### src/hdl/fir_mac_pkg.sv
`timescale 1ns / 1ps

package fir_mac_pkg;

  localparam int CMD_W      = 2;
  localparam int COEF_IDX_W = 6;
  localparam int TAP_CNT_W  = 7;

  typedef enum logic [CMD_W-1:0] {
    CMD_LOAD_COEF  = 2'd0,
    CMD_CLEAR_HIST = 2'd1,
    CMD_FILTER     = 2'd2
  } fir_cmd_t;

  // Control from the sequencer to the multiply-accumulate datapath.
  typedef struct packed {
    logic acc_clr;
    logic rd_vld;
    logic hist_zero;
    logic rnd_en;
  } fir_mac_ctl_t;

endpackage

### src/hdl/fir_mac_if.sv
`timescale 1ns / 1ps

interface fir_mac_in_if #(
  parameter int SAMPLE_WIDTH = 16,
  parameter int COEF_WIDTH   = 18
);
  import fir_mac_pkg::*;

  logic                           valid;
  logic                           ready;
  logic [CMD_W-1:0]               cmd;
  logic [COEF_IDX_W-1:0]          coef_index;
  logic signed [COEF_WIDTH-1:0]   coef_value;
  logic signed [SAMPLE_WIDTH-1:0] sample_in;
  logic                           last_in;

  modport source (
    output valid, cmd, coef_index, coef_value, sample_in, last_in,
    input  ready
  );

  modport sink (
    input  valid, cmd, coef_index, coef_value, sample_in, last_in,
    output ready
  );
endinterface

interface fir_mac_out_if #(
  parameter int SAMPLE_WIDTH = 16
);
  logic                           valid;
  logic                           ready;
  logic signed [SAMPLE_WIDTH-1:0] sample_out;
  logic                           last_out;
  logic                           saturated;

  modport source (
    output valid, sample_out, last_out, saturated,
    input  ready
  );

  modport sink (
    input  valid, sample_out, last_out, saturated,
    output ready
  );
endinterface

### src/hdl/fir_mac_dp.sv
`timescale 1ns / 1ps

module fir_mac_dp #(
  parameter int MAX_TAPS     = 64,
  parameter int SAMPLE_WIDTH = 16,
  parameter int COEF_WIDTH   = 18
) (
  input  logic                           clk,
  input  logic                           rst_n,
  input  fir_mac_pkg::fir_mac_ctl_t      ctl,
  input  logic signed [COEF_WIDTH-1:0]   coef_q,
  input  logic signed [SAMPLE_WIDTH-1:0] hist_q,
  output logic                           mac_busy,
  output logic signed [SAMPLE_WIDTH-1:0] res_sample,
  output logic                           res_sat
);
  import fir_mac_pkg::*;

  localparam int PW      = SAMPLE_WIDTH + COEF_WIDTH;
  localparam int ACC_NAT = PW + $clog2(MAX_TAPS);
  localparam int ACC_W   = (ACC_NAT > 64) ? 64 : ACC_NAT;
  localparam int SH      = COEF_WIDTH - 2;

  localparam logic signed [ACC_W-1:0] HALF   = ACC_W'(1) << (SH - 1);
  localparam logic signed [ACC_W-1:0] SAT_HI =
    $signed({{(ACC_W-SAMPLE_WIDTH+1){1'b0}}, {(SAMPLE_WIDTH-1){1'b1}}});
  localparam logic signed [ACC_W-1:0] SAT_LO = ~SAT_HI;

  logic                           pv_r;
  logic signed [PW-1:0]           prod_r;
  logic signed [ACC_W-1:0]        acc_r;
  logic signed [ACC_W-1:0]        sum_r;
  logic signed [SAMPLE_WIDTH-1:0] h_op;
  logic signed [ACC_W-1:0]        shifted;

  assign h_op     = ctl.hist_zero ? '0 : hist_q;
  assign mac_busy = pv_r;

  always_ff @(posedge clk) begin
    if (!rst_n) begin
      pv_r <= 1'b0;
    end else begin
      pv_r <= ctl.rd_vld;
    end
  end

  always_ff @(posedge clk) begin
    if (ctl.rd_vld) begin
      prod_r <= coef_q * h_op;
    end
    if (ctl.acc_clr) begin
      acc_r <= '0;
    end else if (pv_r) begin
      acc_r <= acc_r + ACC_W'(prod_r);
    end
    if (ctl.rnd_en) begin
      sum_r <= acc_r + HALF;
    end
  end

  // Round half up was folded into sum_r; the shift drops the extra fraction bits.
  always_comb begin
    shifted = sum_r >>> SH;
    if (shifted > SAT_HI) begin
      res_sample = SAMPLE_WIDTH'(SAT_HI);
      res_sat    = 1'b1;
    end else if (shifted < SAT_LO) begin
      res_sample = SAMPLE_WIDTH'(SAT_LO);
      res_sat    = 1'b1;
    end else begin
      res_sample = shifted[SAMPLE_WIDTH-1:0];
      res_sat    = 1'b0;
    end
  end

  a_clr_idle: assert property (@(posedge clk) disable iff (!rst_n)
    ctl.acc_clr |-> !pv_r && !ctl.rd_vld)
    else $error("accumulator cleared while products are in flight");

  a_rnd_drained: assert property (@(posedge clk) disable iff (!rst_n)
    ctl.rnd_en |-> !pv_r && !ctl.rd_vld)
    else $error("rounding started before the last product was added");

  a_prod_follows: assert property (@(posedge clk) disable iff (!rst_n)
    ctl.rd_vld |=> pv_r)
    else $error("product stage lost a read");

endmodule

### src/hdl/fir_filter_mac.sv
`timescale 1ns / 1ps

// Channel   Direction  Payload
// in_chan   sink       cmd, coef_index, coef_value, sample_in, last_in
// out_chan  source     sample_out, last_out, saturated
// cfg_*     write      tap_count (write enable and data, no read-back)
//
// A coefficient load or a history clear completes on its transfer. A filter command
// steps through min(tap_count, MAX_TAPS) taps, one tap per cycle through the single
// multiply-accumulate, fed by one read of each memory per cycle, then drains the
// pipeline; with no tap in use it goes straight to the drain.
// After reset a clearing pass zeroes the coefficient memory; no input transfer is
// taken during it. The history is tracked by a fill count.
// The next item is taken while a result waits in the output register; a filter
// command then stalls only at its final step until out_chan takes the result.

module fir_filter_mac #(
  parameter int MAX_TAPS     = 64,
  parameter int SAMPLE_WIDTH = 16,
  parameter int COEF_WIDTH   = 18
) (
  input  logic                                clk,
  input  logic                                rst_n,
  fir_mac_in_if.sink                          in_chan,
  fir_mac_out_if.source                       out_chan,
  input  logic                                cfg_wr_en,
  input  logic [fir_mac_pkg::TAP_CNT_W-1:0]   cfg_wr_data
);
  import fir_mac_pkg::*;

  localparam int AW  = $clog2(MAX_TAPS);
  localparam int TCW = $clog2(MAX_TAPS + 1);

  typedef enum logic [2:0] {
    S_CLEAR,
    S_IDLE,
    S_MAC,
    S_DRAIN,
    S_EMIT
  } state_t;

  state_t                         state_r;
  logic [TAP_CNT_W-1:0]           tap_count_r;
  logic [TCW-1:0]                 taps_r;
  logic [TCW-1:0]                 iss_r;
  logic [TCW-1:0]                 fill_r;
  logic [AW-1:0]                  head_r;
  logic [AW-1:0]                  hptr_r;
  logic [AW-1:0]                  clr_addr_r;
  logic signed [SAMPLE_WIDTH-1:0] sample_r;
  logic                           last_r;
  logic                           v1_r;
  logic                           z1_r;
  logic                           out_valid_r;
  logic signed [SAMPLE_WIDTH-1:0] out_sample_r;
  logic                           out_last_r;
  logic                           out_sat_r;

  logic signed [COEF_WIDTH-1:0]   coef_mem [MAX_TAPS];
  logic signed [SAMPLE_WIDTH-1:0] hist_mem [MAX_TAPS];
  logic signed [COEF_WIDTH-1:0]   coef_q_r;
  logic signed [SAMPLE_WIDTH-1:0] hist_q_r;

  logic                           in_fire;
  logic                           idx_ok;
  logic                           coef_we;
  logic [AW-1:0]                  coef_waddr;
  logic signed [COEF_WIDTH-1:0]   coef_wdata;
  logic [TCW-1:0]                 eff_taps;
  logic [AW-1:0]                  head_nxt;
  logic [AW-1:0]                  hptr_nxt;
  logic                           out_free;
  logic                           emit;
  fir_mac_ctl_t                   ctl;
  logic                           mac_busy;
  logic signed [SAMPLE_WIDTH-1:0] res_sample;
  logic                           res_sat;

  assign in_chan.ready       = (state_r == S_IDLE);
  assign in_fire             = in_chan.valid && in_chan.ready;
  assign out_chan.valid      = out_valid_r;
  assign out_chan.sample_out = out_sample_r;
  assign out_chan.last_out   = out_last_r;
  assign out_chan.saturated  = out_sat_r;

  assign idx_ok   = 32'(in_chan.coef_index) < 32'(MAX_TAPS);
  assign eff_taps = (32'(tap_count_r) > 32'(MAX_TAPS)) ? TCW'(MAX_TAPS) : TCW'(tap_count_r);
  assign head_nxt = (head_r == '0) ? AW'(MAX_TAPS - 1) : head_r - 1'b1;
  assign hptr_nxt = (hptr_r == AW'(MAX_TAPS - 1)) ? '0 : hptr_r + 1'b1;
  assign out_free = !out_valid_r || out_chan.ready;
  assign emit     = (state_r == S_EMIT) && out_free;

  always_comb begin
    if (state_r == S_CLEAR) begin
      coef_we    = 1'b1;
      coef_waddr = clr_addr_r;
      coef_wdata = '0;
    end else begin
      coef_we    = in_fire && (in_chan.cmd == CMD_LOAD_COEF) && idx_ok;
      coef_waddr = AW'(in_chan.coef_index);
      coef_wdata = in_chan.coef_value;
    end
  end

  assign ctl.acc_clr   = in_fire && (in_chan.cmd == CMD_FILTER);
  assign ctl.rd_vld    = v1_r;
  assign ctl.hist_zero = z1_r;
  assign ctl.rnd_en    = (state_r == S_DRAIN) && !v1_r && !mac_busy;

  // Coefficient memory: one write port, one registered read port.
  always_ff @(posedge clk) begin
    if (coef_we) begin
      coef_mem[coef_waddr] <= coef_wdata;
    end
    coef_q_r <= coef_mem[iss_r[AW-1:0]];
  end

  // History is a circular buffer; the newest sample sits at head_r.
  always_ff @(posedge clk) begin
    if (emit) begin
      hist_mem[head_nxt] <= sample_r;
    end
    hist_q_r <= hist_mem[hptr_r];
  end

  always_ff @(posedge clk) begin
    if (!rst_n) begin
      state_r     <= S_CLEAR;
      clr_addr_r  <= '0;
      tap_count_r <= TAP_CNT_W'(1);
      fill_r      <= '0;
      head_r      <= '0;
      v1_r        <= 1'b0;
      out_valid_r <= 1'b0;
    end else begin
      if (cfg_wr_en) begin
        tap_count_r <= cfg_wr_data;
      end
      v1_r <= (state_r == S_MAC);
      if (emit) begin
        out_valid_r <= 1'b1;
      end else if (out_valid_r && out_chan.ready) begin
        out_valid_r <= 1'b0;
      end
      unique case (state_r)
        S_CLEAR: begin
          clr_addr_r <= clr_addr_r + 1'b1;
          if (clr_addr_r == AW'(MAX_TAPS - 1)) begin
            state_r <= S_IDLE;
          end
        end
        S_IDLE: begin
          if (in_fire) begin
            unique case (in_chan.cmd)
              CMD_CLEAR_HIST: begin
                fill_r <= '0;
              end
              CMD_FILTER: begin
                sample_r <= in_chan.sample_in;
                last_r   <= in_chan.last_in;
                taps_r   <= eff_taps;
                iss_r    <= '0;
                hptr_r   <= head_r;
                state_r  <= (eff_taps == '0) ? S_DRAIN : S_MAC;
              end
              default: begin
              end
            endcase
          end
        end
        S_MAC: begin
          // Entries past the fill count are not cleared in memory; they are read as zero.
          z1_r   <= (iss_r >= fill_r);
          iss_r  <= iss_r + 1'b1;
          hptr_r <= hptr_nxt;
          if (iss_r == taps_r - 1'b1) begin
            state_r <= S_DRAIN;
          end
        end
        S_DRAIN: begin
          if (!v1_r && !mac_busy) begin
            state_r <= S_EMIT;
          end
        end
        S_EMIT: begin
          if (out_free) begin
            out_sample_r <= res_sample;
            out_last_r   <= last_r;
            out_sat_r    <= res_sat;
            head_r       <= head_nxt;
            if (fill_r != TCW'(MAX_TAPS)) begin
              fill_r <= fill_r + 1'b1;
            end
            state_r <= S_IDLE;
          end
        end
        default: begin
          state_r <= S_IDLE;
        end
      endcase
    end
  end

  fir_mac_dp #(
    .MAX_TAPS     (MAX_TAPS),
    .SAMPLE_WIDTH (SAMPLE_WIDTH),
    .COEF_WIDTH   (COEF_WIDTH)
  ) u_dp (
    .clk        (clk),
    .rst_n      (rst_n),
    .ctl        (ctl),
    .coef_q     (coef_q_r),
    .hist_q     (hist_q_r),
    .mac_busy   (mac_busy),
    .res_sample (res_sample),
    .res_sat    (res_sat)
  );

  a_fill_bound: assert property (@(posedge clk) disable iff (!rst_n)
    fill_r <= TCW'(MAX_TAPS))
    else $error("history fill count past the buffer depth");

  a_iss_bound: assert property (@(posedge clk) disable iff (!rst_n)
    (state_r == S_MAC) |-> (iss_r < taps_r))
    else $error("tap counter ran past the tap count");

  a_out_from_emit: assert property (@(posedge clk) disable iff (!rst_n)
    $rose(out_valid_r) |-> $past(state_r == S_EMIT))
    else $error("result presented outside the final step");

  a_coef_quiet: assert property (@(posedge clk) disable iff (!rst_n)
    coef_we |-> !v1_r && !mac_busy && (state_r != S_MAC))
    else $error("coefficient written while a sum is being formed");

endmodule

### src/flat_wrapper.sv
// flat-port wrapper written by rule: the top's interface ports become plain ports
module fir_filter_mac_flat import fir_mac_pkg::*;
#(
  parameter int MAX_TAPS     = 64,
  parameter int SAMPLE_WIDTH = 16,
  parameter int COEF_WIDTH   = 18
)
  (clk, rst_n, cfg_wr_en, cfg_wr_data, in_chan_valid, in_chan_cmd, in_chan_coef_index, in_chan_coef_value, in_chan_sample_in, in_chan_last_in, in_chan_ready, out_chan_valid, out_chan_sample_out, out_chan_last_out, out_chan_saturated, out_chan_ready);
  fir_mac_in_if #(.SAMPLE_WIDTH(SAMPLE_WIDTH), .COEF_WIDTH(COEF_WIDTH)) in_chan_i ();
  fir_mac_out_if #(.SAMPLE_WIDTH(SAMPLE_WIDTH)) out_chan_i ();
  input  logic clk;
  input  logic rst_n;
  input  logic cfg_wr_en;
  input  logic [fir_mac_pkg::TAP_CNT_W-1:0] cfg_wr_data;
  input wire logic [$bits(in_chan_i.valid)-1:0] in_chan_valid;
  input wire logic [$bits(in_chan_i.cmd)-1:0] in_chan_cmd;
  input wire logic [$bits(in_chan_i.coef_index)-1:0] in_chan_coef_index;
  input wire logic [$bits(in_chan_i.coef_value)-1:0] in_chan_coef_value;
  input wire logic [$bits(in_chan_i.sample_in)-1:0] in_chan_sample_in;
  input wire logic [$bits(in_chan_i.last_in)-1:0] in_chan_last_in;
  output wire logic [$bits(in_chan_i.ready)-1:0] in_chan_ready;
  output wire logic [$bits(out_chan_i.valid)-1:0] out_chan_valid;
  output wire logic [$bits(out_chan_i.sample_out)-1:0] out_chan_sample_out;
  output wire logic [$bits(out_chan_i.last_out)-1:0] out_chan_last_out;
  output wire logic [$bits(out_chan_i.saturated)-1:0] out_chan_saturated;
  input wire logic [$bits(out_chan_i.ready)-1:0] out_chan_ready;
  assign in_chan_i.valid = in_chan_valid;
  assign in_chan_i.cmd = in_chan_cmd;
  assign in_chan_i.coef_index = in_chan_coef_index;
  assign in_chan_i.coef_value = in_chan_coef_value;
  assign in_chan_i.sample_in = in_chan_sample_in;
  assign in_chan_i.last_in = in_chan_last_in;
  assign in_chan_ready = in_chan_i.ready;
  assign out_chan_valid = out_chan_i.valid;
  assign out_chan_sample_out = out_chan_i.sample_out;
  assign out_chan_last_out = out_chan_i.last_out;
  assign out_chan_saturated = out_chan_i.saturated;
  assign out_chan_i.ready = out_chan_ready;
  fir_filter_mac #(.MAX_TAPS(MAX_TAPS), .SAMPLE_WIDTH(SAMPLE_WIDTH), .COEF_WIDTH(COEF_WIDTH)) u_core (.clk(clk), .rst_n(rst_n), .in_chan(in_chan_i), .out_chan(out_chan_i), .cfg_wr_en(cfg_wr_en), .cfg_wr_data(cfg_wr_data));
endmodule
### config.mk
export PLATFORM = sky130hd
export DESIGN_NAME = fir_filter_mac_flat
export DESIGN_NICKNAME = d
export VERILOG_FILES = /design/src/hdl/fir_mac_pkg.sv /design/src/hdl/fir_mac_if.sv /design/src/hdl/fir_mac_dp.sv /design/src/hdl/fir_filter_mac.sv /design/src/flat_wrapper.sv
export SDC_FILE = /design/constraint.sdc
export NUM_CORES = 2
export LEC_CHECK = 0
export ABC_AREA = 1
export BUFFER_PORTS_ARGS = -buffer_cell sky130_fd_sc_hd__buf_2
export CAP_MARGIN = 20
export CELL_PAD_IN_SITES_DETAIL_PLACEMENT = 1
export CELL_PAD_IN_SITES_GLOBAL_PLACEMENT = 1
export CORE_MARGIN = 2
export CORE_UTILIZATION = 25
export CTS_CLUSTER_SIZE = 16
export DETAILED_ROUTE_END_ITERATION = 16
export PLACE_DENSITY_LB_ADDON = 0.3
export RECOVER_POWER = 25
export SETUP_SLACK_MARGIN = 0.02
export SLEW_MARGIN = 5
export SYNTH_ARGS = -nofsm -noshare
export SYNTH_HDL_FRONTEND = slang
export SYNTH_SLANG_ARGS = --single-unit
### constraint.sdc
create_clock -name clk -period 15.9 [get_ports clk]
set_clock_uncertainty 0.05 [all_clocks]
set_input_delay 0 -clock clk [delete_from_list [all_inputs] [get_ports clk]]
set_output_delay 0 -clock clk [all_outputs]
set_load 0.03 [all_outputs]
==> metrics <==
outcome finished, violations left; violated checks capacitance limit, slew limit; largest net degree at the start of global routing 183; Tmin final 7020 ps; Adder-Cell Fraction of Synth Area 0.0705; FP Rows 240; Setup Fix Bufs, Post-CTS 0; gr usage total 0.158; Worst Path Max Fanout 17; DR vias/cell 4.74; Initial Utilization 0.252; WL per Instance 23.2 um; post-synth net total roughly 9.6k; CTS tree built; Startpoint Class flop; RSZ-0062 raised after global routing false; Post-CTS Hold Fix Bufs 84; Worst-path clk slew 60 ps; Int Pwr 14.6 mW; worst skew pair latency 910 ps; fin crit share 0.441; Worst-Margin Slew 4540 ps; post-route cell area 125,000 um2; layout cells sized above 1 0.0788; placed cell areas around 120,000 um2; Clock Power Share 0.264; max frequency 143 MHz; simple-gate share of the synthesized area 0.111; PortBufs 74; total number of vias 72.3k; initial antenna violation count 13; Die Area 436,000 um2; largest stage delay on the critical path approximately 580 ps; Final setup viols 0; setup TNS 0 ps; Final Hold Viols 0; max cap viols 19; Logic pwr share 0.403; Max stage delay cell, worst path nand2_1; CP top delay family adder cells; endpoint class of the critical path flop; Seq/Total Area, Yosys 0.659; Avg Inst Size Synth around 12 um2; CTS buffer count around 280; WP data arrival approximately 7700 ps; Static Leak 44.3 nW; Die W around 660 um; Ys Warns 0; layout net count a little under 10k; CTS max path bufs 4; first-pass GRT wire length 518 mm; #FFs+latches synth 2,396; commonest cells after routing, fill and taps aside edfxtp_1 (2,290), nor2_1 (1,305), nand2_1 (1,286), o21ai_0 (980), inv_1 (668); most common cell after layout, fill and taps aside edfxtp_1; post-CTS sizing 0; Synth Area in Compound Gates 0.0997; CP bufs+invs 6; residual DRC count 0; Post-DRT Antenna Nets 0; PD cells 192 nW/um2; main combinational cell family by area after synthesis simple AND/OR/NAND/NOR gates; Mapped Area between 100,000 and 150,000 um2; HPWL after DPL 214 mm; Netlist cell types 45; CP required 16,560 ps; Final Max Slew Viols roughly 1.1k; vias in the first global route about 76k; Initial DRC Count 5,114; cell count after synthesis 9,148; Worst slew margin -2.03; final WL 354 mm; Critical Path, Cell by Cell clkinv_1, nand2_1, clkinv_1, nand2_1, fa_1, fa_1, fa_1, inv_1, fa_1, fa_1, inv_1, fa_1, inv_1, ha_1, nand2_1, inv_1, nand2_1, nor3_1, nand4_1, nand3_1, nand2_1, nand2_1, xor2_1; Max H-tree Level 5; Worst VDD drop 0.326 mV; Core Region 428,000 um2; mux cell area share after synthesis 0.0119; clock sink count 2,396; drt first pass iters 6; WS Path Type reg2reg; Hold/Removal Path Class in2reg; Syn-to-layout area delta 16.4%; GR Overflow Total 0; xor/xnor share of the synthesized area 0.00721; routability cong. 0.866; root cell of the clock tree clkbuf_16; Sequential Power Share 0.334; NetSw roughly 9.5 mW; switch share 0.395; IO Count 75; Die Span Y 660 um
==> worst paths after layout <==
kind                       start                  endpoint  slack (ps)  cells past startpoint
setup / recovery     u_core.z1_r    u_core.u_dp.prod_r[27]        8880                     23
hold / removal    out_chan_ready     u_core.out_chan.valid          70                      5
setup reg to reg     u_core.z1_r    u_core.u_dp.prod_r[27]        8880                     23
hold reg to reg    u_core.last_r  u_core.out_chan.last_out         380                      0
==> logic make-up after synthesis <==
logic type / count (synthesis)
adder cells (fa/ha/maj): 432
multiplexers: 128
flip-flops: 2396
XOR/XNOR: 87
AO/OA/AOI/OAI: 1897
AND/OR/NAND/NOR: 3029
buffers and inverters: 1179
==> Yosys cell counts, drive strengths merged <==
| cell | count | share of area |
|---|---|---|
| nor2 | 1378 | 0.048 |
| xor2 | 62 | 0.0050 |
| fa | 291 | 0.054 |
| nand4 | 30 | 0.0017 |
| o221ai | 112 | 0.0091 |
| xnor2 | 24 | 0.0020 |
| o31ai | 2 | 0.00027 |
| o21bai | 13 | 0.00091 |
| a21oi | 335 | 0.016 |
| mux2i | 128 | 0.012 |
| o21ai | 984 | 0.046 |
| nor3b | 1 | 0.000070 |
| buf | 63 | 0.0025 |
| and2 | 2 | 0.00012 |
| or2 | 3 | 0.00017 |
| o21a | 2 | 0.00014 |
| ha | 141 | 0.016 |
| clkbuf | 423 | 0.015 |
| dfxtp | 106 | 0.020 |
| o22ai | 297 | 0.017 |
| a21o | 5 | 0.00035 |
| edfxtp | 2290 | 0.64 |
| nor3 | 32 | 0.0015 |
| o41ai | 1 | 0.000081 |
| inv | 676 | 0.024 |
| a41oi | 1 | 0.000081 |
| nand3b | 3 | 0.00021 |
| nor4 | 11 | 0.00064 |
| o311ai | 1 | 0.000081 |
| a31oi | 1 | 0.000058 |
| nand2 | 1287 | 0.045 |
| a211oi | 5 | 0.00035 |
| a31o | 1 | 0.000081 |
| nand3 | 281 | 0.013 |
| and3 | 1 | 0.000058 |
| xnor3 | 1 | 0.00021 |
| o211ai | 136 | 0.0095 |
| a21boi | 1 | 0.000070 |
| clkinv | 17 | 0.00059 |
==> power groups by stage <==
stage                     clock network [mW]  logic (mW)  registers, mW
after floorplan                            0        6.42           8.03
after global placement                     0        9.65           8.16
after detailed placement                   0        9.82           8.17
after CTS                               6.51        9.89           8.04
after global routing                    6.73        11.0           8.07
final                                   6.36        9.71           8.05
==> sequential cells by signal, summed over array words and instances, names as in the netlist, 16 cells and up <==
signal	flops
u_core.coef_mem	1152
u_core.hist_mem	1024
u_core.u_dp.acc_r	40
u_core.u_dp.prod_r	34
u_core.u_dp.sum_r	24
u_core.coef_q_r	18
u_core.hist_q_r	16
u_core.out_chan.sample_out	16
u_core.sample_r	16
==> through the flow <==
stage / power (mW) / hold slack (ps) / util / instances / worst slack [ps]
after floorplan: 14.5 / 48.9 / - / 9148 / 9830
after global placement: 17.8 / 129 / 0.270 / 14700 / 8960
after detailed placement: 18.0 / 130 / 0.270 / 14700 / 8810
after CTS: 24.4 / 21.2 / 0.293 / 15200 / 8820
after global routing: 25.8 / 71.5 / 0.293 / 15300 / 8470
final: 24.1 / 69.9 / 0.293 / 15300 / 8880
==> worst min-delay path, cell delays in order <==
cell	delay [ps]
dlygate4sd3_1	520
buf_2	150
nor2_1	140
inv_1	110
a21oi_1	60
==> metal layers <==
metal / share of wire / track usage / up-vias
li1: - / - / 32600
met1: 0.44 / 0.208 / 37700
met2: 0.49 / 0.273 / 1503
met3: 0.041 / 0.0163 / 472
met4: 0.033 / 0.0508 / 0
met5: 0 / 0 / -
==> area by class of cell <==
cell class / count / area, um2
sequential: 2396 / 70900
clock buffer: 377 / 7810
multi-input combinational: 5573 / 32700
tap: 5687 / 7120
timing repair buffer: 387 / 2960
clock inverter: 129 / 1140
fill: 46900 / 303000
inverter: 693 / 2630
antenna: 23 / 57.6
Power figures use the tool's default switching activity.
